[src/rtl/hcbe_pkg.sv]
package hcbe_pkg;

	localparam int MAX_DIM = 4;
	localparam int DIM_W = 3;
	localparam int POS_W = 2;
	localparam int CNT_W = 3;
	localparam int CHAR_W = 8;
	localparam int KEY_W = 8;
	localparam int SUM_W = 18;
	localparam int KIDX_W = 4;
	localparam int ADDR_W = 5;
	localparam int DATA_W = 64;

	typedef enum logic [1:0] {
		REG_KEY_DIM = 2'd0,
		REG_KEY_LOW = 2'd1,
		REG_KEY_HIGH = 2'd2,
		REG_NONE = 2'd3
	} reg_idx_t;

	typedef struct packed {
		logic [CHAR_W-1:0] char_code;
		logic end_of_message;
	} char_req_t;

	typedef struct packed {
		logic [SUM_W-1:0] cipher_value;
		logic block_end;
		logic message_end;
	} cipher_req_t;

	typedef struct packed {
		logic add;
		logic load;
		logic shift;
		logic last;
		logic msg_end;
	} cell_ctl_t;

	function automatic logic [DIM_W-1:0] eff_dim(input logic [DIM_W-1:0] d);
		logic [DIM_W-1:0] n;
		priority if (d == '0) begin
			n = DIM_W'(1);
		end else if (d > DIM_W'(MAX_DIM)) begin
			n = DIM_W'(MAX_DIM);
		end else begin
			n = d;
		end
		return n;
	endfunction

	function automatic logic [KEY_W-1:0] key_byte(input logic [DATA_W-1:0] lo,
			input logic [DATA_W-1:0] hi, input logic [KIDX_W-1:0] idx);
		logic [DATA_W-1:0] word;
		word = idx[3] ? hi : lo;
		word = word >> {idx[2:0], 3'b000};
		return word[KEY_W-1:0];
	endfunction

endpackage

[src/rtl/hcbe_cfg.sv]
module hcbe_cfg (
	input  logic clk,
	input  logic arst_n,
	input  logic psel,
	input  logic penable,
	input  logic pwrite,
	input  logic [hcbe_pkg::ADDR_W-1:0] paddr,
	input  logic [hcbe_pkg::DATA_W-1:0] pwdata,
	output logic [hcbe_pkg::DATA_W-1:0] prdata,
	output logic pready,
	output logic [hcbe_pkg::DIM_W-1:0] key_dim,
	output logic [hcbe_pkg::DATA_W-1:0] key_low,
	output logic [hcbe_pkg::DATA_W-1:0] key_high
);

	logic [hcbe_pkg::DIM_W-1:0] key_dim_q;
	logic [hcbe_pkg::DATA_W-1:0] key_low_q;
	logic [hcbe_pkg::DATA_W-1:0] key_high_q;
	hcbe_pkg::reg_idx_t idx;
	logic wr;

	assign idx = hcbe_pkg::reg_idx_t'(paddr[4:3]);
	assign pready = 1'b1;
	assign wr = psel & penable & pwrite;

	always_ff @(posedge clk or negedge arst_n) begin
		if (!arst_n) begin
			key_dim_q <= hcbe_pkg::DIM_W'(1);
			key_low_q <= '0;
			key_high_q <= '0;
		end else if (wr) begin
			unique case (idx)
				hcbe_pkg::REG_KEY_DIM: key_dim_q <= pwdata[hcbe_pkg::DIM_W-1:0];
				hcbe_pkg::REG_KEY_LOW: key_low_q <= pwdata;
				hcbe_pkg::REG_KEY_HIGH: key_high_q <= pwdata;
				default: ;
			endcase
		end
	end

	always_comb begin
		unique case (idx)
			hcbe_pkg::REG_KEY_DIM: prdata = {{(hcbe_pkg::DATA_W-hcbe_pkg::DIM_W){1'b0}},
				key_dim_q};
			hcbe_pkg::REG_KEY_LOW: prdata = key_low_q;
			hcbe_pkg::REG_KEY_HIGH: prdata = key_high_q;
			default: prdata = '0;
		endcase
	end

	assign key_dim = key_dim_q;
	assign key_low = key_low_q;
	assign key_high = key_high_q;

endmodule

[src/rtl/hcbe_cell.sv]
module hcbe_cell (
	input  logic clk,
	input  logic arst_n,
	input  hcbe_pkg::cell_ctl_t ctl,
	input  logic [hcbe_pkg::CHAR_W-1:0] char_code,
	input  logic [hcbe_pkg::KEY_W-1:0] key,
	input  hcbe_pkg::cipher_req_t nxt,
	output hcbe_pkg::cipher_req_t out
);

	logic [hcbe_pkg::CHAR_W+hcbe_pkg::KEY_W-1:0] prod;
	logic [hcbe_pkg::SUM_W-1:0] sum;
	logic [hcbe_pkg::SUM_W-1:0] acc_q;
	logic [hcbe_pkg::SUM_W-1:0] acc_nxt;
	hcbe_pkg::cipher_req_t out_q;

	assign prod = char_code * key;
	assign sum = acc_q + hcbe_pkg::SUM_W'(prod);
	assign acc_nxt = ctl.add ? sum : acc_q;

	// column sum
	always_ff @(posedge clk or negedge arst_n) begin
		if (!arst_n) begin
			acc_q <= '0;
		end else if (ctl.load) begin
			acc_q <= '0;
		end else if (ctl.add) begin
			acc_q <= sum;
		end
	end

	// output chain stage, shifts toward cell 0
	always_ff @(posedge clk) begin
		if (ctl.load) begin
			out_q <= '{cipher_value: acc_nxt, block_end: ctl.last, message_end: ctl.msg_end};
		end else if (ctl.shift) begin
			out_q <= nxt;
		end
	end

	assign out = out_q;

endmodule

[src/rtl/hill_cipher_block_encrypt.sv]
// Latency: a block-closing request shows its first result on the next cycle; the n results
// of a block shift out of the column cells on consecutive cycles while cipher_ready holds.
// Throughput: one request per cycle while blocks are full; a request that closes a block
// waits until the shift chain holds at most one result that leaves in that cycle.
// Reset: key_dim = 1, key registers, column sums and block position cleared, chain empty.
module hill_cipher_block_encrypt (
	input  logic clk,
	input  logic arst_n,
	input  logic psel,
	input  logic penable,
	input  logic pwrite,
	input  logic [hcbe_pkg::ADDR_W-1:0] paddr,
	input  logic [hcbe_pkg::DATA_W-1:0] pwdata,
	output logic [hcbe_pkg::DATA_W-1:0] prdata,
	output logic pready,
	input  logic char_valid,
	output logic char_ready,
	input  hcbe_pkg::char_req_t char_req,
	output logic cipher_valid,
	input  logic cipher_ready,
	output hcbe_pkg::cipher_req_t cipher_req
);

	logic [hcbe_pkg::DIM_W-1:0] key_dim;
	logic [hcbe_pkg::DATA_W-1:0] key_low;
	logic [hcbe_pkg::DATA_W-1:0] key_high;
	logic [hcbe_pkg::DIM_W-1:0] n;
	logic [hcbe_pkg::POS_W-1:0] pos_q;
	logic [hcbe_pkg::CNT_W-1:0] cnt_q;
	logic [hcbe_pkg::DIM_W-1:0] pos_inc;
	logic [hcbe_pkg::KIDX_W-1:0] row_base;
	logic add_row;
	logic close;
	logic chain_free;
	logic accept;
	logic pop;
	logic load;
	hcbe_pkg::cipher_req_t chain [hcbe_pkg::MAX_DIM+1];

	hcbe_cfg u_cfg (
		.clk(clk),
		.arst_n(arst_n),
		.psel(psel),
		.penable(penable),
		.pwrite(pwrite),
		.paddr(paddr),
		.pwdata(pwdata),
		.prdata(prdata),
		.pready(pready),
		.key_dim(key_dim),
		.key_low(key_low),
		.key_high(key_high)
	);

	assign n = hcbe_pkg::eff_dim(key_dim);
	assign pos_inc = {1'b0, pos_q} + hcbe_pkg::DIM_W'(1);
	assign add_row = {1'b0, pos_q} < n;
	assign close = (pos_inc >= n) | char_req.end_of_message;
	assign row_base = hcbe_pkg::KIDX_W'(pos_q) * hcbe_pkg::KIDX_W'(n);

	assign cipher_valid = cnt_q != '0;
	assign pop = cipher_valid & cipher_ready;
	assign chain_free = (cnt_q == '0) | ((cnt_q == hcbe_pkg::CNT_W'(1)) & cipher_ready);
	assign char_ready = !close | chain_free;
	assign accept = char_valid & char_ready;
	assign load = accept & close;

	always_ff @(posedge clk or negedge arst_n) begin
		if (!arst_n) begin
			pos_q <= '0;
			cnt_q <= '0;
		end else begin
			if (accept) begin
				pos_q <= close ? '0 : pos_inc[hcbe_pkg::POS_W-1:0];
			end
			if (load) begin
				cnt_q <= hcbe_pkg::CNT_W'(n);
			end else if (pop) begin
				cnt_q <= cnt_q - hcbe_pkg::CNT_W'(1);
			end
		end
	end

	assign chain[hcbe_pkg::MAX_DIM] = '0;

	for (genvar j = 0; j < hcbe_pkg::MAX_DIM; j++) begin : g_cell
		hcbe_pkg::cell_ctl_t ctl;
		logic [hcbe_pkg::KEY_W-1:0] key;
		logic col_on;
		logic last;

		assign col_on = hcbe_pkg::DIM_W'(j) < n;
		assign last = (hcbe_pkg::DIM_W'(j) + hcbe_pkg::DIM_W'(1)) == n;
		assign key = hcbe_pkg::key_byte(key_low, key_high,
			row_base + hcbe_pkg::KIDX_W'(j));
		assign ctl = '{
			add: accept & add_row & col_on,
			load: load,
			shift: pop,
			last: last,
			msg_end: last & char_req.end_of_message
		};

		hcbe_cell u_cell (
			.clk(clk),
			.arst_n(arst_n),
			.ctl(ctl),
			.char_code(char_req.char_code),
			.key(key),
			.nxt(chain[j+1]),
			.out(chain[j])
		);
	end

	assign cipher_req = chain[0];

endmodule

[config.mk]
export PLATFORM = sky130hd
export DESIGN_NAME = hill_cipher_block_encrypt
export DESIGN_NICKNAME = d
export VERILOG_FILES = /design/src/rtl/hcbe_pkg.sv /design/src/rtl/hcbe_cfg.sv /design/src/rtl/hcbe_cell.sv /design/src/rtl/hill_cipher_block_encrypt.sv
export SDC_FILE = /design/constraint.sdc
export NUM_CORES = 1
export LEC_CHECK = 0
export BUFFER_PORTS_ARGS = -buffer_cell sky130_fd_sc_hd__clkbuf_2
export CORE_MARGIN = 8
export CORE_UTILIZATION = 50
export CTS_CLUSTER_DIAMETER = 50
export CTS_CLUSTER_SIZE = 40
export DETAILED_ROUTE_END_ITERATION = 16
export PLACE_DENSITY = 0.77
export SLEW_MARGIN = 20
export SYNTH_ARGS = -nofsm -noshare
export SYNTH_HDL_FRONTEND = slang
export SYNTH_SLANG_ARGS = --single-unit
[constraint.sdc]
create_clock -name clk -period 24.2 [get_ports clk]
set_input_delay 6.05 -clock clk [delete_from_list [all_inputs] [get_ports clk]]
set_output_delay 6.05 -clock clk [all_outputs]
set_load 0.01 [all_outputs]
==> reports/qor.txt, run 1 <==
CTS tree -> done
First drt pass iteration count -> 6
Initial DRC count -> 1722
Number of vias per cell -> 6.02
CP max stage delay -> 550 ps
CP max stage cell -> buf_4
Residual DRC -> 0
Commonest cells after routing, fill and taps aside -> inv_1, nand2_1, dfrtp_1, fa_1, ha_1
Top_reg_cell synth -> dfrtp_1
Ys async rst share -> 0.722
Cells after Synth -> 2613
Syn Area/Cell -> 10.3 µm²
Post-synthesis compound-gate area fraction -> 0.0905
Root buffer cell -> clkbuf_16
Die area -> 61500 µm²
Mux share of post-synthesis cell area -> 0.180
Seq cells post-synth -> 288
Later-pin clock latency in the skew report -> 580 ps
CTS Buf Count -> 34
Post-route cell area -> 29400 µm²
Setup_tns -> 0 ps
Layout Nets -> 3157
Adder-cell share of the synthesized area -> 0.231
Period utilization -> 0.562
Slew Viols, Final -> 0
Vias in the first global route -> 21900
Final ANT Viol Nets -> 0
WP buf/inv -> 3
H-tree levels -> 2
Final wirelength -> 77100 µm
Global-route wire length before repair -> 121000 µm
Via count -> 20600
Port Buffers -> 167
Post-Syn Area -> 26900 µm²
Overflow after GRT -> 0
Yosys Warn Count -> 0
CP top delay family -> buffers and inverters
Routability Congestion -> 0.984
Max capacitance violation total -> 0
Worst EP arrival -> 7560 ps
Placeable core area -> 53500 µm²
Worst slack at placement -> 10650 ps
Hold Fails Final Rpt -> 0
Hold Buf Count CTS -> 0
WL/cell -> 22.5 µm
Final Util -> 0.550
# clock sinks -> 288
Max Fclk -> 73.5 MHz
Post-DP Area -> 28200 µm²
Hpwl dp -> 57700 µm
Largest net degree at the start of global routing -> 113
Critical-path cell list -> clkbuf_2, nor2b_4, buf_4, a22o_1, clkbuf_2
Post-synth net total -> 3073
Maximum buffer depth of the clock tree -> 3
Final WS setup -> 10590 ps
Skew final -> 25.4 ps
Commonest non-fill, non-tap cell in the layout -> inv_1
Crit start category -> input pin
Share of post-route cells with drive strength above 1 -> 0.204
Die height -> 248 µm
Rel. slew slack -> 0.303
Worst slew pin tran -> 1050 ps
Initial core utilization -> 0.503
Required @ worst endpoint -> 18150 ps
Initial antenna violation count -> 4
Status -> finished clean
Critical path capture point type -> output pin
RSZ-0062 raised after global routing -> no
Post-Synth Simple-Gate Area -> 0.114
Final-report setup violation count -> 0
Fill count -> 4486
Min-delay worst type -> flop to flop
CP max FO -> 61
Number of synthesized flops with an enable pin -> 80
# rows -> 85
Largest family of logic cells by synthesized area -> adder cells
Area Growth Syn to Fin -> 9.42%
Sequential element share of the synthesized area -> 0.283
CP Class -> input pin to output pin
Post-CTS Setup Repair Bufs -> 0
Cell variety after synth -> 66
Final min period -> 13610 ps
Total GRT Usage -> 0.253
Die X -> 248 µm
Most frequent cell on the critical path -> clkbuf_2
Post-CTS sizing -> 0
Xor and xnor area share after synthesis -> 0.0181
Clock transition at path regs -> 80 ps
# IOs -> 172
-- worst paths after layout --
| path | from | to | slack (ps) | cells after the start |
|---|---|---|---|---|
| min | g_cell[3].u_cell.out[13]$_SDFFCE_PN0P_ | g_cell[2].u_cell.out[13]$_DFFE_PP_ | 530 | 2 |
| max reg2reg | u_cfg.key_dim[2]$_DFFE_PN0P_ | g_cell[2].u_cell.out[19]$_DFFE_PP_ | 14200 | 33 |
| max | paddr[3] | prdata[57] | 10590 | 5 |
| max in group asynchronous | arst_n | g_cell[3].u_cell.acc_q[3]$_DFF_PN0_ | 17240 | 2 |
| min reg2reg | g_cell[3].u_cell.out[13]$_SDFFCE_PN0P_ | g_cell[2].u_cell.out[13]$_DFFE_PP_ | 530 | 2 |
| min in group asynchronous | arst_n | g_cell[0].u_cell.acc_q[14]$_DFF_PN0_ | 5540 | 1 |
-- cell usage after synthesis (16+ instances only) --
library cell / count / share of area
a21oi_1: 94 / 0.017
clkbuf_1: 84 / 0.012
nor3_1: 38 / 0.0071
buf_2: 19 / 0.0035
xor2_1: 16 / 0.0052
mux2i_1: 49 / 0.018
a21o_1: 16 / 0.0045
ha_1: 174 / 0.081
buf_4: 24 / 0.0067
a22o_1: 61 / 0.020
inv_1: 418 / 0.058
edfxtp_1: 80 / 0.089
a211oi_1: 17 / 0.0047
fa_1: 201 / 0.15
mux4_2: 124 / 0.10
mux2_2: 134 / 0.056
o21ai_0: 85 / 0.016
and2_1: 130 / 0.030
nand2_1: 261 / 0.036
nand3_1: 39 / 0.0073
xnor2_1: 29 / 0.0094
dfrtp_1: 207 / 0.19
nor2_1: 153 / 0.021
-- cells by family after synthesis --
| family | after synthesis |
|---|---|
| other | 1 |
| xor gates and xnor gates | 50 |
| DFF | 288 |
| buffers and inverters | 564 |
| muxes | 309 |
| adders and majority gates | 375 |
| AOI/OAI and AO/OA | 357 |
| and+or+nand+nor | 669 |
-- worst min-delay path, cell delays in order (launching register included) --
cell and delay, ps:
edfxtp_1 320, nand2_1 50, o21ai_0 60
-- state kept, by name, indices dropped and copies added (netlist names) --
name and flops:
cnt_q 3, g_cell.u_cell.out 80, pos_q 2, u_cfg.key_dim 3
u_cfg.key_low 64, g_cell.u_cell.acc_q 72, u_cfg.key_high 64
-- final cells by class --
type                       instances  area [µm²]  share of cell area
clock buffer                      35         876              0.0298
sequential                       288        7610               0.259
clock inverter                    27         332              0.0113
inverter                         421        1580              0.0537
antenna                            1        2.50           0.0000850
multi-input combinational       1761       17100               0.582
timing repair buffer             191        1020              0.0348
tap                              696         871              0.0296
-- per-layer routing --
layer	vias to the layer above	wire, µm	global-route usage
met2	1098	36300	0.413
met3	325	6750	0.0625
met5	-	40	0
met1	10200	28000	0.295
met4	6	6050	0.172
li1	8996	-	-
-- stage by stage --
step | hold WS (ps) | cells
after global routing | 556 | 3419
after floorplan | 484 | 2613
after CTS | 530 | 3419
after detailed placement | 513 | 3357
final | 528 | 3420
after global placement | 498 | 3357
Power of run 1 is left out: the tool's default activity adds up to more than one toggle a clock period on the data nets, which glitch-free logic cannot reach.
==> run 2, diff against run 1 <==
PLACE_DENSITY = 0.79   (was 0.77)
clock period = 11.2 ns   (was 24.2 ns; I/O delays follow)
==> reports/qor.txt, run 2 (same netlist as run 1, synthesis figures left out) <==
Placeable core area -> 53500 µm² (unchanged)
Most frequent cell on the critical path -> inv_1 (was clkbuf_2)
Crit start category -> flop (was input pin)
Fill count -> 4401 (was 4486)
RSZ-0062 raised after global routing -> no (unchanged)
Rel. slew slack -> 0.302 (was 0.303)
Clock transition at path regs -> 70 ps (was 80 ps)
Period utilization -> 0.879
Largest register FFs -> 80 (unchanged)
Post-CTS sizing -> 0 (unchanged)
Maximum buffer depth of the clock tree -> 3 (unchanged)
Max Fclk -> 102 MHz
Die height -> 248 µm (unchanged)
Global-route wire length before repair -> 122000 µm (was 121000 µm)
First drt pass iteration count -> 5 (was 6)
Required @ worst endpoint -> 11450 ps (was 18150 ps)
Worst EP arrival -> 10090 ps (was 7560 ps)
Commonest non-fill, non-tap cell in the layout -> inv_1 (unchanged)
Slew Viols, Final -> 0 (unchanged)
Worst slew pin tran -> 1050 ps (about the same)
CP max stage delay -> 570 ps (was 550 ps)
# clock sinks -> 288 (unchanged)
# rows -> 85 (unchanged)
Later-pin clock latency in the skew report -> 580 ps (about the same)
Largest net degree at the start of global routing -> 111 (was 113)
CP Class -> flop to flop (was input pin to output pin)
Max capacitance violation total -> 0 (unchanged)
Total GRT Usage -> 0.256 (was 0.253)
CTS Buf Count -> 37 (was 34)
Root buffer cell -> clkbuf_16 (unchanged)
Hpwl dp -> 57500 µm (was 57700 µm)
CTS tree -> done (unchanged)
Residual DRC -> 0 (unchanged)
Min-delay worst type -> flop to flop (unchanged)
Share of post-route cells with drive strength above 1 -> 0.205 (was 0.204)
Number of vias per cell -> 6.02 (about the same)
Worst slack at placement -> 1630 ps (was 10650 ps)
Die X -> 248 µm (unchanged)
Port Buffers -> 167 (unchanged)
Post-CTS Setup Repair Bufs -> 0 (unchanged)
CP max stage cell -> xnor2_4 (was buf_4)
Layout Nets -> 3166 (was 3157)
Final-report setup violation count -> 0 (unchanged)
Hold Fails Final Rpt -> 0 (unchanged)
Hold Buf Count CTS -> 0 (unchanged)
Status -> finished clean (unchanged)
Overflow after GRT -> 0 (unchanged)
# IOs -> 172 (unchanged)
Setup_tns -> 0 ps (unchanged)
Die area -> 61500 µm² (unchanged)
Routability Congestion -> 0.972 (was 0.984)
Via count -> 20600 (about the same)
Critical path capture point type -> flop (was output pin)
Area Growth Syn to Fin -> 10.0% (was 9.42%)
CP top delay family -> adder cells (was buffers and inverters)
CP max FO -> 19 (was 61)
Final wirelength -> 77100 µm (about the same)
Initial antenna violation count -> 2 (was 4)
Initial core utilization -> 0.503 (unchanged)
Final ANT Viol Nets -> 0 (unchanged)
WP buf/inv -> 8 (was 3)
H-tree levels -> 2 (unchanged)
Vias in the first global route -> 21800 (was 21900)
Skew final -> 24.7 ps (was 25.4 ps)
Initial DRC count -> 1856 (was 1722)
Final min period -> 9840 ps
WL/cell -> 22.5 µm (about the same)
Commonest cells after routing, fill and taps aside -> inv_1, nand2_1, dfrtp_1, fa_1, ha_1 (unchanged)
Final WS setup -> 1360 ps (was 10590 ps)
[run 2: stage by stage]
stage / cell area (µm²) / cells / utilization / hold WS, ps
floorplan: 26900 / 2613 / - / 484
finish: 29600 / 3432 / 0.553 / 523
detailed placement: 28300 / 3363 / 0.528 / 509
CTS: 29600 / 3431 / 0.553 / 529
global placement: 28300 / 3363 / 0.528 / 499
global route: 29600 / 3431 / 0.553 / 539
[run 2: routing by layer]
layer	global-route usage	part of all wire	vias up
met5	0	0	-
met3	0.0598	0.088	276
li1	-	-	8985
met4	0.154	0.069	0
met2	0.422	0.48	1048
met1	0.303	0.37	10300
[run 2: path summary, 6_finish.rpt]
kind | cells after the start | slack, ps | startpoint | end
min in group asynchronous | 1 | 2250 | arst_n | g_cell[0].u_cell.acc_q[11]$_DFF_PN0_
min | 2 | 520 | g_cell[2].u_cell.out[17]$_DFFE_PP_ | g_cell[1].u_cell.out[17]$_DFFE_PP_
max | 33 | 1360 | u_cfg.key_dim[2]$_DFFE_PN0P_ | g_cell[2].u_cell.out[19]$_DFFE_PP_
min reg2reg | 2 | 520 | g_cell[2].u_cell.out[17]$_DFFE_PP_ | g_cell[1].u_cell.out[17]$_DFFE_PP_
max reg2reg | 33 | 1360 | u_cfg.key_dim[2]$_DFFE_PN0P_ | g_cell[2].u_cell.out[19]$_DFFE_PP_
max in group asynchronous | 2 | 7500 | arst_n | u_cfg.key_low[18]$_DFFE_PN0P_
[run 2: layout make-up]
type                       count  area (µm²)  area share
multi-input combinational   1761       17100       0.579
sequential                   288        7610       0.257
inverter                     421        1580      0.0534
timing repair buffer         197        1080      0.0366
clock buffer                  44        1020      0.0346
tap                          696         871      0.0294
clock inverter                24         294     0.00994
antenna                        1        2.50   0.0000846
[run 2: worst reg2reg max path: cells and delay by family (launching register included)]
family | cells | cell delay [ps]
flops | 1 | 550
buf+inv | 8 | 1190
fa+ha+maj | 9 | 3360
compound gates | 7 | 2050
xor+xnor | 3 | 1130
simple gates | 6 | 1280
Power of run 2 is left out for the same reason.
